--- src/hdl/kft_pkg.sv ---
// Shared constants, types and codes for the kinetic fling tracker.
package kft_pkg;

    // History of touch points.
    localparam int HIST_DEPTH = 8;
    localparam int HIST_IDX_W = $clog2(HIST_DEPTH);
    localparam int HIST_CNT_W = $clog2(HIST_DEPTH + 1);

    // Field widths.
    localparam int OP_W     = 3;
    localparam int POS_W    = 12;
    localparam int TS_W     = 32;
    localparam int DAMP_W   = 16;
    localparam int VALUE_W  = 15;
    localparam int WIN_W    = 8;
    localparam int GAIN_W   = 4;
    localparam int THRESH_W = 17;
    localparam int VEL_W    = 32;

    // Serial divider sizes: a Q16.16 numerator over a span that fits the window.
    localparam int DIV_NUM_W = 32;
    localparam int DIV_DEN_W = WIN_W;
    localparam int DIV_CNT_W = $clog2(DIV_NUM_W);

    // Opcodes.
    localparam logic [OP_W-1:0] OP_PRESS     = 3'd0;
    localparam logic [OP_W-1:0] OP_MOVE      = 3'd1;
    localparam logic [OP_W-1:0] OP_RELEASE   = 3'd2;
    localparam logic [OP_W-1:0] OP_FLING     = 3'd3;
    localparam logic [OP_W-1:0] OP_FLING_DMP = 3'd4;

    // Register indexes on the configuration port.
    localparam logic [1:0] REG_DAMPING   = 2'd0;
    localparam logic [1:0] REG_WINDOW    = 2'd1;
    localparam logic [1:0] REG_GAIN      = 2'd2;
    localparam logic [1:0] REG_THRESHOLD = 2'd3;

    // Reset values of the registers.
    localparam logic [DAMP_W-1:0]   RST_DAMPING   = 16'd58982;
    localparam logic [WIN_W-1:0]    RST_WINDOW    = 8'd25;
    localparam logic [GAIN_W-1:0]   RST_GAIN      = 4'd4;
    localparam logic [THRESH_W-1:0] RST_THRESHOLD = 17'd65536;

    // Saturation bounds.
    localparam logic [VEL_W-1:0]   VEL_MAX   = 32'h7FFF_FFFF;
    localparam logic [VEL_W-1:0]   VEL_MIN   = 32'h8000_0000;
    localparam logic [VALUE_W-1:0] VALUE_MAX = 15'h3FFF;
    localparam logic [VALUE_W-1:0] VALUE_MIN = 15'h4000;

    // Request to the serial divider.
    typedef struct packed {
        logic                 start;
        logic [DIV_NUM_W-1:0] num;
        logic [DIV_DEN_W-1:0] den;
    } div_req_t;

endpackage

--- src/hdl/kft_div.sv ---
// Restoring serial divider that retires one quotient bit per cycle.
module kft_div (
    input  logic                          aclk,
    input  logic                          aresetn,
    input  kft_pkg::div_req_t             req,
    output logic                          done,
    output logic [kft_pkg::DIV_NUM_W-1:0] quot
);

    logic                          busy_reg;
    logic                          done_reg;
    logic [kft_pkg::DIV_CNT_W-1:0] cnt_reg;
    logic [kft_pkg::DIV_NUM_W-1:0] quo_reg;
    logic [kft_pkg::DIV_DEN_W-1:0] rem_reg;
    logic [kft_pkg::DIV_DEN_W-1:0] den_reg;

    logic [kft_pkg::DIV_DEN_W:0]   trial;
    logic                          fits;
    logic                          last_bit;

    // The partial remainder stays below the divisor, so one extra bit holds the trial.
    assign trial    = {rem_reg, quo_reg[kft_pkg::DIV_NUM_W-1]};
    assign fits     = trial >= {1'b0, den_reg};
    assign last_bit = (cnt_reg == kft_pkg::DIV_CNT_W'(kft_pkg::DIV_NUM_W - 1));

    always_ff @(posedge aclk) begin
        if (!aresetn) begin
            busy_reg <= 1'b0;
            done_reg <= 1'b0;
            cnt_reg  <= '0;
        end else begin
            done_reg <= busy_reg && !req.start && last_bit;
            if (req.start) begin
                busy_reg <= 1'b1;
                cnt_reg  <= '0;
            end else if (busy_reg) begin
                cnt_reg <= cnt_reg + 1'b1;
                if (last_bit) begin
                    busy_reg <= 1'b0;
                end
            end
        end
    end

    always_ff @(posedge aclk) begin
        if (req.start) begin
            quo_reg <= req.num;
            rem_reg <= '0;
            den_reg <= req.den;
        end else if (busy_reg) begin
            quo_reg <= {quo_reg[kft_pkg::DIV_NUM_W-2:0], fits};
            if (fits) begin
                rem_reg <= kft_pkg::DIV_DEN_W'(trial - {1'b0, den_reg});
            end else begin
                rem_reg <= trial[kft_pkg::DIV_DEN_W-1:0];
            end
        end
    end

    assign done = done_reg;
    assign quot = quo_reg;

endmodule

--- src/hdl/kinetic_fling_tracker_top.sv ---
// Top level of the kinetic fling tracker: stream ports, registers, history and sequencer.
// Path: press, move, ignored words and releases that skip the divider go straight to
// ST_OUT; fling ticks pass ST_MUL (one 32x16 multiply) then ST_DAMP (rounding); other
// releases wait in ST_DIV on the serial divider, which retires one quotient bit per
// cycle over 32 bits. Throughput: one word in flight; the input is ready again once
// the result is loaded into the output register. Reset (aresetn low, synchronous)
// clears the sequencer, the pressed flag, the history count, the velocity and the registers.
module kinetic_fling_tracker_top (
    input  logic        aclk,
    input  logic        aresetn,

    // Input words.
    input  logic        s_tvalid,
    output logic        s_tready,
    // [2:0] opcode, [14:3] position, [46:15] timestamp, [62:47] damping, [63] zero
    input  logic [63:0] s_tdata,

    // Result words.
    output logic        m_tvalid,
    input  logic        m_tready,
    // [14:0] value, [15] captured
    output logic [15:0] m_tdata,

    // Configuration port.
    input  logic        psel,
    input  logic        penable,
    input  logic        pwrite,
    input  logic [3:0]  paddr,
    input  logic [31:0] pwdata,
    output logic [31:0] prdata,
    output logic        pready
);

    typedef enum logic [2:0] {
        ST_IDLE,
        ST_MUL,
        ST_DAMP,
        ST_DIV,
        ST_OUT
    } state_t;

    // Input field slices.
    logic [kft_pkg::OP_W-1:0]   in_op;
    logic [kft_pkg::POS_W-1:0]  in_pos;
    logic [kft_pkg::TS_W-1:0]   in_ts;
    logic [kft_pkg::DAMP_W-1:0] in_damp;

    assign in_op   = s_tdata[2:0];
    assign in_pos  = s_tdata[14:3];
    assign in_ts   = s_tdata[46:15];
    assign in_damp = s_tdata[62:47];

    // Configuration registers.
    logic [kft_pkg::DAMP_W-1:0]   damping_reg;
    logic [kft_pkg::WIN_W-1:0]    window_reg;
    logic [kft_pkg::GAIN_W-1:0]   gain_reg;
    logic [kft_pkg::THRESH_W-1:0] thresh_reg;
    logic [1:0]                   reg_idx;
    logic                         cfg_wr;

    assign reg_idx = paddr[3:2];
    assign cfg_wr  = psel && penable && pwrite;
    assign pready  = 1'b1;

    always_ff @(posedge aclk) begin
        if (!aresetn) begin
            damping_reg <= kft_pkg::RST_DAMPING;
            window_reg  <= kft_pkg::RST_WINDOW;
            gain_reg    <= kft_pkg::RST_GAIN;
            thresh_reg  <= kft_pkg::RST_THRESHOLD;
        end else if (cfg_wr) begin
            unique case (reg_idx)
                kft_pkg::REG_DAMPING:   damping_reg <= pwdata[kft_pkg::DAMP_W-1:0];
                kft_pkg::REG_WINDOW:    window_reg  <= pwdata[kft_pkg::WIN_W-1:0];
                kft_pkg::REG_GAIN:      gain_reg    <= pwdata[kft_pkg::GAIN_W-1:0];
                kft_pkg::REG_THRESHOLD: thresh_reg  <= pwdata[kft_pkg::THRESH_W-1:0];
                default:                damping_reg <= damping_reg;
            endcase
        end
    end

    always_comb begin
        unique case (reg_idx)
            kft_pkg::REG_DAMPING:   prdata = 32'(damping_reg);
            kft_pkg::REG_WINDOW:    prdata = 32'(window_reg);
            kft_pkg::REG_GAIN:      prdata = 32'(gain_reg);
            kft_pkg::REG_THRESHOLD: prdata = 32'(thresh_reg);
            default:                prdata = '0;
        endcase
    end

    // Sequencer state and result registers.
    state_t                      state_reg;
    logic                        pressed_reg;
    logic [kft_pkg::HIST_CNT_W-1:0] hist_cnt_reg;
    logic [kft_pkg::VEL_W-1:0]   vel_reg;
    logic                        neg_reg;
    logic [kft_pkg::DAMP_W-1:0]  damp_reg;
    logic [47:0]                 prod_reg;
    logic [kft_pkg::VALUE_W-1:0] res_value_reg;
    logic                        res_capt_reg;
    logic                        m_valid_reg;
    logic [15:0]                 m_data_reg;
    logic [kft_pkg::POS_W-1:0]   last_pos_reg;

    // History: entry 0 is always the oldest point, so only it is read by release.
    logic [kft_pkg::POS_W-1:0]   hist_pos_reg  [kft_pkg::HIST_DEPTH];
    logic [kft_pkg::TS_W-1:0]    hist_time_reg [kft_pkg::HIST_DEPTH];

    logic accept;
    logic do_press;
    logic do_move;
    logic hist_full;
    logic hist_shift;
    logic hist_wr;
    logic [kft_pkg::HIST_IDX_W-1:0] hist_widx;

    assign s_tready = (state_reg == ST_IDLE);
    assign accept   = s_tvalid && s_tready;
    assign do_press = accept && (in_op == kft_pkg::OP_PRESS);
    assign do_move  = accept && (in_op == kft_pkg::OP_MOVE) && pressed_reg;

    assign hist_full  = hist_cnt_reg >= kft_pkg::HIST_CNT_W'(kft_pkg::HIST_DEPTH);
    assign hist_shift = do_move && hist_full;
    assign hist_wr    = do_press || do_move;

    always_comb begin
        if (do_press) begin
            hist_widx = '0;
        end else if (hist_full) begin
            hist_widx = kft_pkg::HIST_IDX_W'(kft_pkg::HIST_DEPTH - 1);
        end else begin
            hist_widx = hist_cnt_reg[kft_pkg::HIST_IDX_W-1:0];
        end
    end

    genvar g;
    generate
        for (g = 0; g < kft_pkg::HIST_DEPTH; g++) begin : g_hist
            logic [kft_pkg::POS_W-1:0] pos_src;
            logic [kft_pkg::TS_W-1:0]  time_src;

            if (g < kft_pkg::HIST_DEPTH - 1) begin : g_shift
                assign pos_src  = hist_pos_reg[g+1];
                assign time_src = hist_time_reg[g+1];
            end else begin : g_tail
                assign pos_src  = hist_pos_reg[g];
                assign time_src = hist_time_reg[g];
            end

            always_ff @(posedge aclk) begin
                if (hist_wr && hist_widx == kft_pkg::HIST_IDX_W'(g)) begin
                    hist_pos_reg[g]  <= in_pos;
                    hist_time_reg[g] <= in_ts;
                end else if (hist_shift) begin
                    hist_pos_reg[g]  <= pos_src;
                    hist_time_reg[g] <= time_src;
                end
            end
        end
    endgenerate

    // Release: span from the oldest point, widened to at least one tick.
    logic [kft_pkg::POS_W-1:0] rel_cur;
    logic [kft_pkg::TS_W-1:0]  rel_span_raw;
    logic [kft_pkg::TS_W-1:0]  rel_span;
    logic                      rel_ok;
    logic [kft_pkg::POS_W:0]   rel_diff;
    logic [kft_pkg::POS_W-1:0] rel_mag;
    logic [15:0]               rel_scaled;
    kft_pkg::div_req_t         div_req;
    logic                      div_done;
    logic [kft_pkg::DIV_NUM_W-1:0] div_quot;

    assign rel_cur      = (in_pos == '0) ? last_pos_reg : in_pos;
    assign rel_span_raw = in_ts - hist_time_reg[0];
    assign rel_span     = (rel_span_raw == '0) ? kft_pkg::TS_W'(1) : rel_span_raw;
    assign rel_ok       = rel_span <= kft_pkg::TS_W'(window_reg);
    assign rel_diff     = {1'b0, hist_pos_reg[0]} - {1'b0, rel_cur};
    assign rel_mag      = rel_diff[kft_pkg::POS_W] ?
                          kft_pkg::POS_W'(-rel_diff) : rel_diff[kft_pkg::POS_W-1:0];
    assign rel_scaled   = 16'(rel_mag) * 16'(gain_reg);

    assign div_req.start = accept && (in_op == kft_pkg::OP_RELEASE) && pressed_reg && rel_ok;
    assign div_req.num   = {rel_scaled, 16'h0000};
    assign div_req.den   = rel_span[kft_pkg::DIV_DEN_W-1:0];

    kft_div u_div (
        .aclk    (aclk),
        .aresetn (aresetn),
        .req     (div_req),
        .done    (div_done),
        .quot    (div_quot)
    );

    // Velocity from the quotient, saturated to the signed 32-bit range.
    logic [kft_pkg::VEL_W-1:0] div_vel;

    always_comb begin
        if (neg_reg) begin
            div_vel = div_quot[31] ? kft_pkg::VEL_MIN : kft_pkg::VEL_W'(-div_quot);
        end else begin
            div_vel = div_quot[31] ? kft_pkg::VEL_MAX : div_quot;
        end
    end

    // Fling tick: magnitude times damping; a positive Q16.16 result is rounded up, a negative one toward zero.
    logic [kft_pkg::VEL_W-1:0] vel_mag;
    logic [kft_pkg::VEL_W-1:0] damp_scaled;
    logic [15:0]               damp_hi;
    logic [15:0]               damp_ceil;
    logic                      damp_below;
    logic [kft_pkg::VALUE_W-1:0] damp_value;

    assign vel_mag     = vel_reg[31] ? kft_pkg::VEL_W'(-vel_reg) : vel_reg;
    assign damp_scaled = prod_reg[47:16];
    assign damp_hi     = damp_scaled[31:16];
    assign damp_ceil   = damp_hi + 16'(damp_scaled[15:0] != '0);
    assign damp_below  = damp_scaled < kft_pkg::VEL_W'(thresh_reg);

    always_comb begin
        if (damp_below) begin
            damp_value = '0;
        end else if (neg_reg) begin
            damp_value = (damp_hi > 16'd16384) ? kft_pkg::VALUE_MIN :
                         kft_pkg::VALUE_W'(-damp_hi);
        end else begin
            damp_value = (damp_ceil > 16'd16383) ? kft_pkg::VALUE_MAX :
                         damp_ceil[kft_pkg::VALUE_W-1:0];
        end
    end

    always_ff @(posedge aclk) begin
        if (!aresetn) begin
            state_reg     <= ST_IDLE;
            pressed_reg   <= 1'b0;
            hist_cnt_reg  <= '0;
            vel_reg       <= '0;
            m_valid_reg   <= 1'b0;
        end else begin
            // The output register is loaded from ST_OUT and empties when its word is taken.
            if (state_reg == ST_OUT && (!m_valid_reg || m_tready)) begin
                m_valid_reg <= 1'b1;
            end else if (m_tready) begin
                m_valid_reg <= 1'b0;
            end
            unique case (state_reg)
                ST_IDLE: begin
                    if (accept) begin
                        unique case (in_op)
                            kft_pkg::OP_PRESS: begin
                                pressed_reg   <= 1'b1;
                                vel_reg       <= '0;
                                hist_cnt_reg  <= kft_pkg::HIST_CNT_W'(1);
                                last_pos_reg  <= in_pos;
                                res_value_reg <= '0;
                                res_capt_reg  <= 1'b0;
                                state_reg     <= ST_OUT;
                            end
                            kft_pkg::OP_MOVE: begin
                                state_reg <= ST_OUT;
                                if (pressed_reg) begin
                                    res_value_reg <= kft_pkg::VALUE_W'(last_pos_reg) -
                                                     kft_pkg::VALUE_W'(in_pos);
                                    res_capt_reg  <= 1'b1;
                                    last_pos_reg  <= in_pos;
                                    if (!hist_full) begin
                                        hist_cnt_reg <= hist_cnt_reg + 1'b1;
                                    end
                                end else begin
                                    res_value_reg <= '0;
                                    res_capt_reg  <= 1'b0;
                                end
                            end
                            kft_pkg::OP_RELEASE: begin
                                // Any release ends the gesture; only a short one
                                // goes on to the divider.
                                pressed_reg   <= 1'b0;
                                res_value_reg <= '0;
                                res_capt_reg  <= div_req.start;
                                if (div_req.start) begin
                                    neg_reg   <= rel_diff[kft_pkg::POS_W];
                                    state_reg <= ST_DIV;
                                end else begin
                                    state_reg <= ST_OUT;
                                end
                            end
                            kft_pkg::OP_FLING: begin
                                damp_reg     <= damping_reg;
                                res_capt_reg <= 1'b0;
                                state_reg    <= ST_MUL;
                            end
                            kft_pkg::OP_FLING_DMP: begin
                                damp_reg     <= in_damp;
                                res_capt_reg <= 1'b0;
                                state_reg    <= ST_MUL;
                            end
                            default: begin
                                res_value_reg <= '0;
                                res_capt_reg  <= 1'b0;
                                state_reg     <= ST_OUT;
                            end
                        endcase
                    end
                end
                ST_MUL: begin
                    // Sign is kept aside; the product is of the magnitude.
                    neg_reg   <= vel_reg[31];
                    prod_reg  <= 48'(vel_mag) * 48'(damp_reg);
                    state_reg <= ST_DAMP;
                end
                ST_DAMP: begin
                    vel_reg       <= neg_reg ? kft_pkg::VEL_W'(-damp_scaled) : damp_scaled;
                    res_value_reg <= damp_value;
                    state_reg     <= ST_OUT;
                end
                ST_DIV: begin
                    if (div_done) begin
                        vel_reg   <= div_vel;
                        state_reg <= ST_OUT;
                    end
                end
                ST_OUT: begin
                    if (!m_valid_reg || m_tready) begin
                        m_data_reg <= {res_capt_reg, res_value_reg};
                        state_reg  <= ST_IDLE;
                    end
                end
                default: begin
                    state_reg <= ST_IDLE;
                end
            endcase
        end
    end

    assign m_tvalid = m_valid_reg;
    assign m_tdata  = m_data_reg;

endmodule

--- config.mk ---
export PLATFORM = sky130hd
export DESIGN_NAME = kinetic_fling_tracker_top
export DESIGN_NICKNAME = d
export VERILOG_FILES = /design/src/hdl/kft_pkg.sv /design/src/hdl/kft_div.sv /design/src/hdl/kinetic_fling_tracker_top.sv
export SDC_FILE = /design/constraint.sdc
export NUM_CORES = 2
export LEC_CHECK = 0
export ABC_AREA = 1
export BUFFER_PORTS_ARGS = -buffer_cell sky130_fd_sc_hd__clkbuf_2
export CORE_AREA = 2 2 315 317
export DETAILED_ROUTE_END_ITERATION = 10
export DIE_AREA = 0 0 317 319
export PLACE_DENSITY = 0.77
export SLEW_MARGIN = 5
export SYNTH_ARGS = -nofsm -noshare
export SYNTH_HDL_FRONTEND = slang
export SYNTH_SLANG_ARGS = --single-unit
--- constraint.sdc ---
create_clock -name aclk -period 20 [get_ports aclk]
set_input_delay 4 -clock aclk [delete_from_list [all_inputs] [get_ports aclk]]
set_output_delay 4 -clock aclk [all_outputs]
set_load 0.01 [all_outputs]
==> flow_summary.json <==
{
  "synth_flop_cell": "edfxtp_1",
  "ys_ff_latch": 586,
  "synth_top_family_by_area": "adder cells",
  "maxUsedRoutingLayer": "met5",
  "p_total_mw": 3.826,
  "setup-tns-final_ps": 0,
  "r2r_end": "prod_reg[44]$_DFFE_PP_",
  "rsz0062_at_grt": "false",
  "cp_max_fo": 14,
  "clock_sinks": 586,
  "drive_above_1_share_pct": 5.513,
  "worst_pin_slew_ps": 1115,
  "ys_types": 60,
  "multiInputGateArea_mm2": 0.02731,
  "globalplace.congestion": 0.9908,
  "yosysMostFrequentCell": "nand2_1",
  "clk-insertion-delay-late_ps": 660,
  "syn_area_mm2": 0.04848,
  "cap_violations": 0,
  "cts_tree": "built",
  "port_buffers": 123,
  "grtUsageTotal_pct": 27.54,
  "wl_per_cell_um": 19.25,
  "hold_viol_final": 0,
  "fp.dieW_um": 317,
  "worstHoldPathType": "reg -> reg",
  "worst_ep_required_time_ps": 20400,
  "core-area_mm2": 0.09770,
  "end_kind": "register",
  "slew-limit-headroom_pct": 25.57,
  "viasPerCell": 5.601,
  "largest_reg_flops": 256,
  "setup_viol": 0,
  "cpPeakStageDelay_ps": 680,
  "hold_path_depth": 0,
  "synthXorXnorAreaFrac_pct": 1.680,
  "slowest_stage": "a21oi_1",
  "ys_top_cells_by_area": "edfxtp_1, fa_1, nand2_1",
  "antenna_found_initial": 15,
  "leakage_nw": 23.97,
  "synthAdderAreaFrac_pct": 24.30,
  "vdd_drop_max_v": 0.00008084,
  "initial_core_util_pct": 49.62,
  "cts_setup_buffers": 0,
  "start_kind": "input port",
  "met2_length_um": 64240,
  "crit_type": "in -> reg",
  "r2r_start": "vel_reg[2]$_SDFFE_PN0P_",
  "period_share_pct": 51.66,
  "root_buffer": "clkbuf_16",
  "async_flop_share_pct": 0,
  "synthTopCellsByCount": "nand2_1, inv_1, nor2_1, edfxtp_1, nand3_1",
  "crit_top_cell": "nand2_1",
  "cts_resized": 0,
  "cts_max_level": 2,
  "cts_buffers": 59,
  "nNetsFinal": 6684,
  "max_freq_mhz": 96.79,
  "synth_top_area_share_pct": 29.05,
  "rows": 115,
  "yosys_warnings": 0,
  "die_h_um": 319,
  "power_density_mw_per_mm2": 73.24,
  "synth_edf_count": 469,
  "arrival_ps": 10740,
  "regArea_mm2": 0.01643,
  "regToRegSetupSlack_ps": 11610,
  "routed_wl_um": 139300,
  "synth_top_area_cell": "edfxtp_1",
  "cts_hold_buffers": 0,
  "grt_max_degree": 224,
  "whs_endpoint": "m_tdata[8]$_DFFE_PP_",
  "hpwl_um": 103800,
  "min_from": "res_value_reg[8]$_DFFE_PP_",
  "rr_worst_depth": 34,
  "num_vias": 40540,
  "synth-compound-area-share_pct": 7.479,
  "route.detailed.drc": 0,
  "syn_area_per_cell_um2": 8.245,
  "pin_count": 158,
  "seq_area_frac_synth_pct": 33.88,
  "syn-instance-count": 5880,
  "status": "finished clean",
  "synth_simple_gate_area_share_pct": 22.15,
  "grt_pass1_wl_um": 217500,
  "wl_met1_um": 55520,
  "clockBufferDepth": 3,
  "drt_iter0_markers": 4220,
  "slew_violations": 0,
  "antenna_left": 0,
  "fin_crit_ps": 10330,
  "die_area_mm2": 0.1011,
  "nFillCells": 8809,
  "path_clk_slew_ps": 70,
  "grt-ovfl-total": 0,
  "muxShareOfSynthArea_pct": 0.3484,
  "area_delta_synth_final_pct": 7.747,
  "fin_skew_ps": 78.50,
  "grt_pass1_vias": 39600,
  "firstDrtPassIters": 7,
  "wl_met3_um": 13420
}
-- cells in the final DEF (no fill, tap or decap), drive strengths merged, types with 8 or more instances in the layout --
cell,n
nor2,517
nor4,21
nor3,45
clkbuf,199
xnor2,24
clkinv,37
fa,441
a21oi,238
mux2,15
inv,1041
a31oi,47
and2,8
conb,16
nand3b,15
nand4,60
buf,51
ha,236
xor2,69
o21ai,256
nand2,1418
o22ai,29
o211ai,20
dfxtp,117
o31ai,11
edfxtp,469
nand3,472
-- worst max-delay path by stage --
| stage | start | end | slack, ps | cells after the start |
|---|---|---|---|---|
| 2_1_floorplan | s_tdata[4] | u_div.quot[30]$_DFFE_PP_ | 10440 | 37 |
| 3_3_place_gp | s_tdata[13] | u_div.quot[30]$_DFFE_PP_ | 9100 | 37 |
| 3_5_place_dp | s_tdata[13] | u_div.quot[30]$_DFFE_PP_ | 9080 | 37 |
| 4_1_cts | s_tdata[13] | u_div.quot[30]$_DFFE_PP_ | 9770 | 37 |
| 5_1_grt | s_tdata[13] | u_div.quot[30]$_DFFE_PP_ | 9010 | 37 |
| 6_report | s_tdata[13] | u_div.quot[30]$_DFFE_PP_ | 9670 | 37 |
-- worst max-delay path: cells and delay by family --
family,cells,cell delay (ps)
AOI/OAI and AO/OA,12,2700
adders and majority gates,4,1710
buffers and inverters,8,1050
and+or+nand+nor,13,1260
-- final cells by class --
| cell class | instances | share of cell area, % |
|---|---|---|
| tap | 1287 | 3.083 |
| clock inverter | 35 | 0.7114 |
| multi-input combinational | 4027 | 52.28 |
| timing repair buffer | 174 | 1.935 |
| sequential | 586 | 31.45 |
| inverter | 1052 | 7.564 |
| antenna | 2 | 0.009581 |
| clock buffer | 76 | 2.968 |
-- routing by layer --
metal | up-vias | global-route usage (%)
met5 | - | 0
met4 | 28 | 10.47
met3 | 410 | 5.722
met2 | 1904 | 44.24
met1 | 19410 | 36.57
li1 | 18790 | -
-- report_power, final --
| part | total, mW | leakage, nW | internal, mW | switching [mW] |
|---|---|---|---|---|
| clock | 1.10 | 0.919 | 0.607 | 0.493 |
| combinational | 1.36 | 17.9 | 0.461 | 0.894 |
| sequential | 1.37 | 5.19 | 1.36 | 0.0139 |
-- stage by stage --
stage	instance area [um^2]	setup slack [ps]	instances	hold slack, ps	utilization [%]
6_report	52240	9668	7239	416.9	53.47
5_1_grt	52230	9015	7237	423.3	53.46
4_1_cts	52230	9770	7237	418.8	53.46
3_5_place_dp	50310	9084	7126	404.5	51.50
3_3_place_gp	50310	9096	7126	402.7	51.50
2_1_floorplan	48530	10440	5894	400.3	-
-- cell families after synthesis --
logic type,after synthesis
other,2
flip-flops,586
AO/OA/AOI/OAI,655
multiplexers,15
buffers and inverters,1281
adder cells (fa/ha/maj),677
XOR/XNOR,93
AND/OR/NAND/NOR,2571
(Power assumes the default switching activity.)
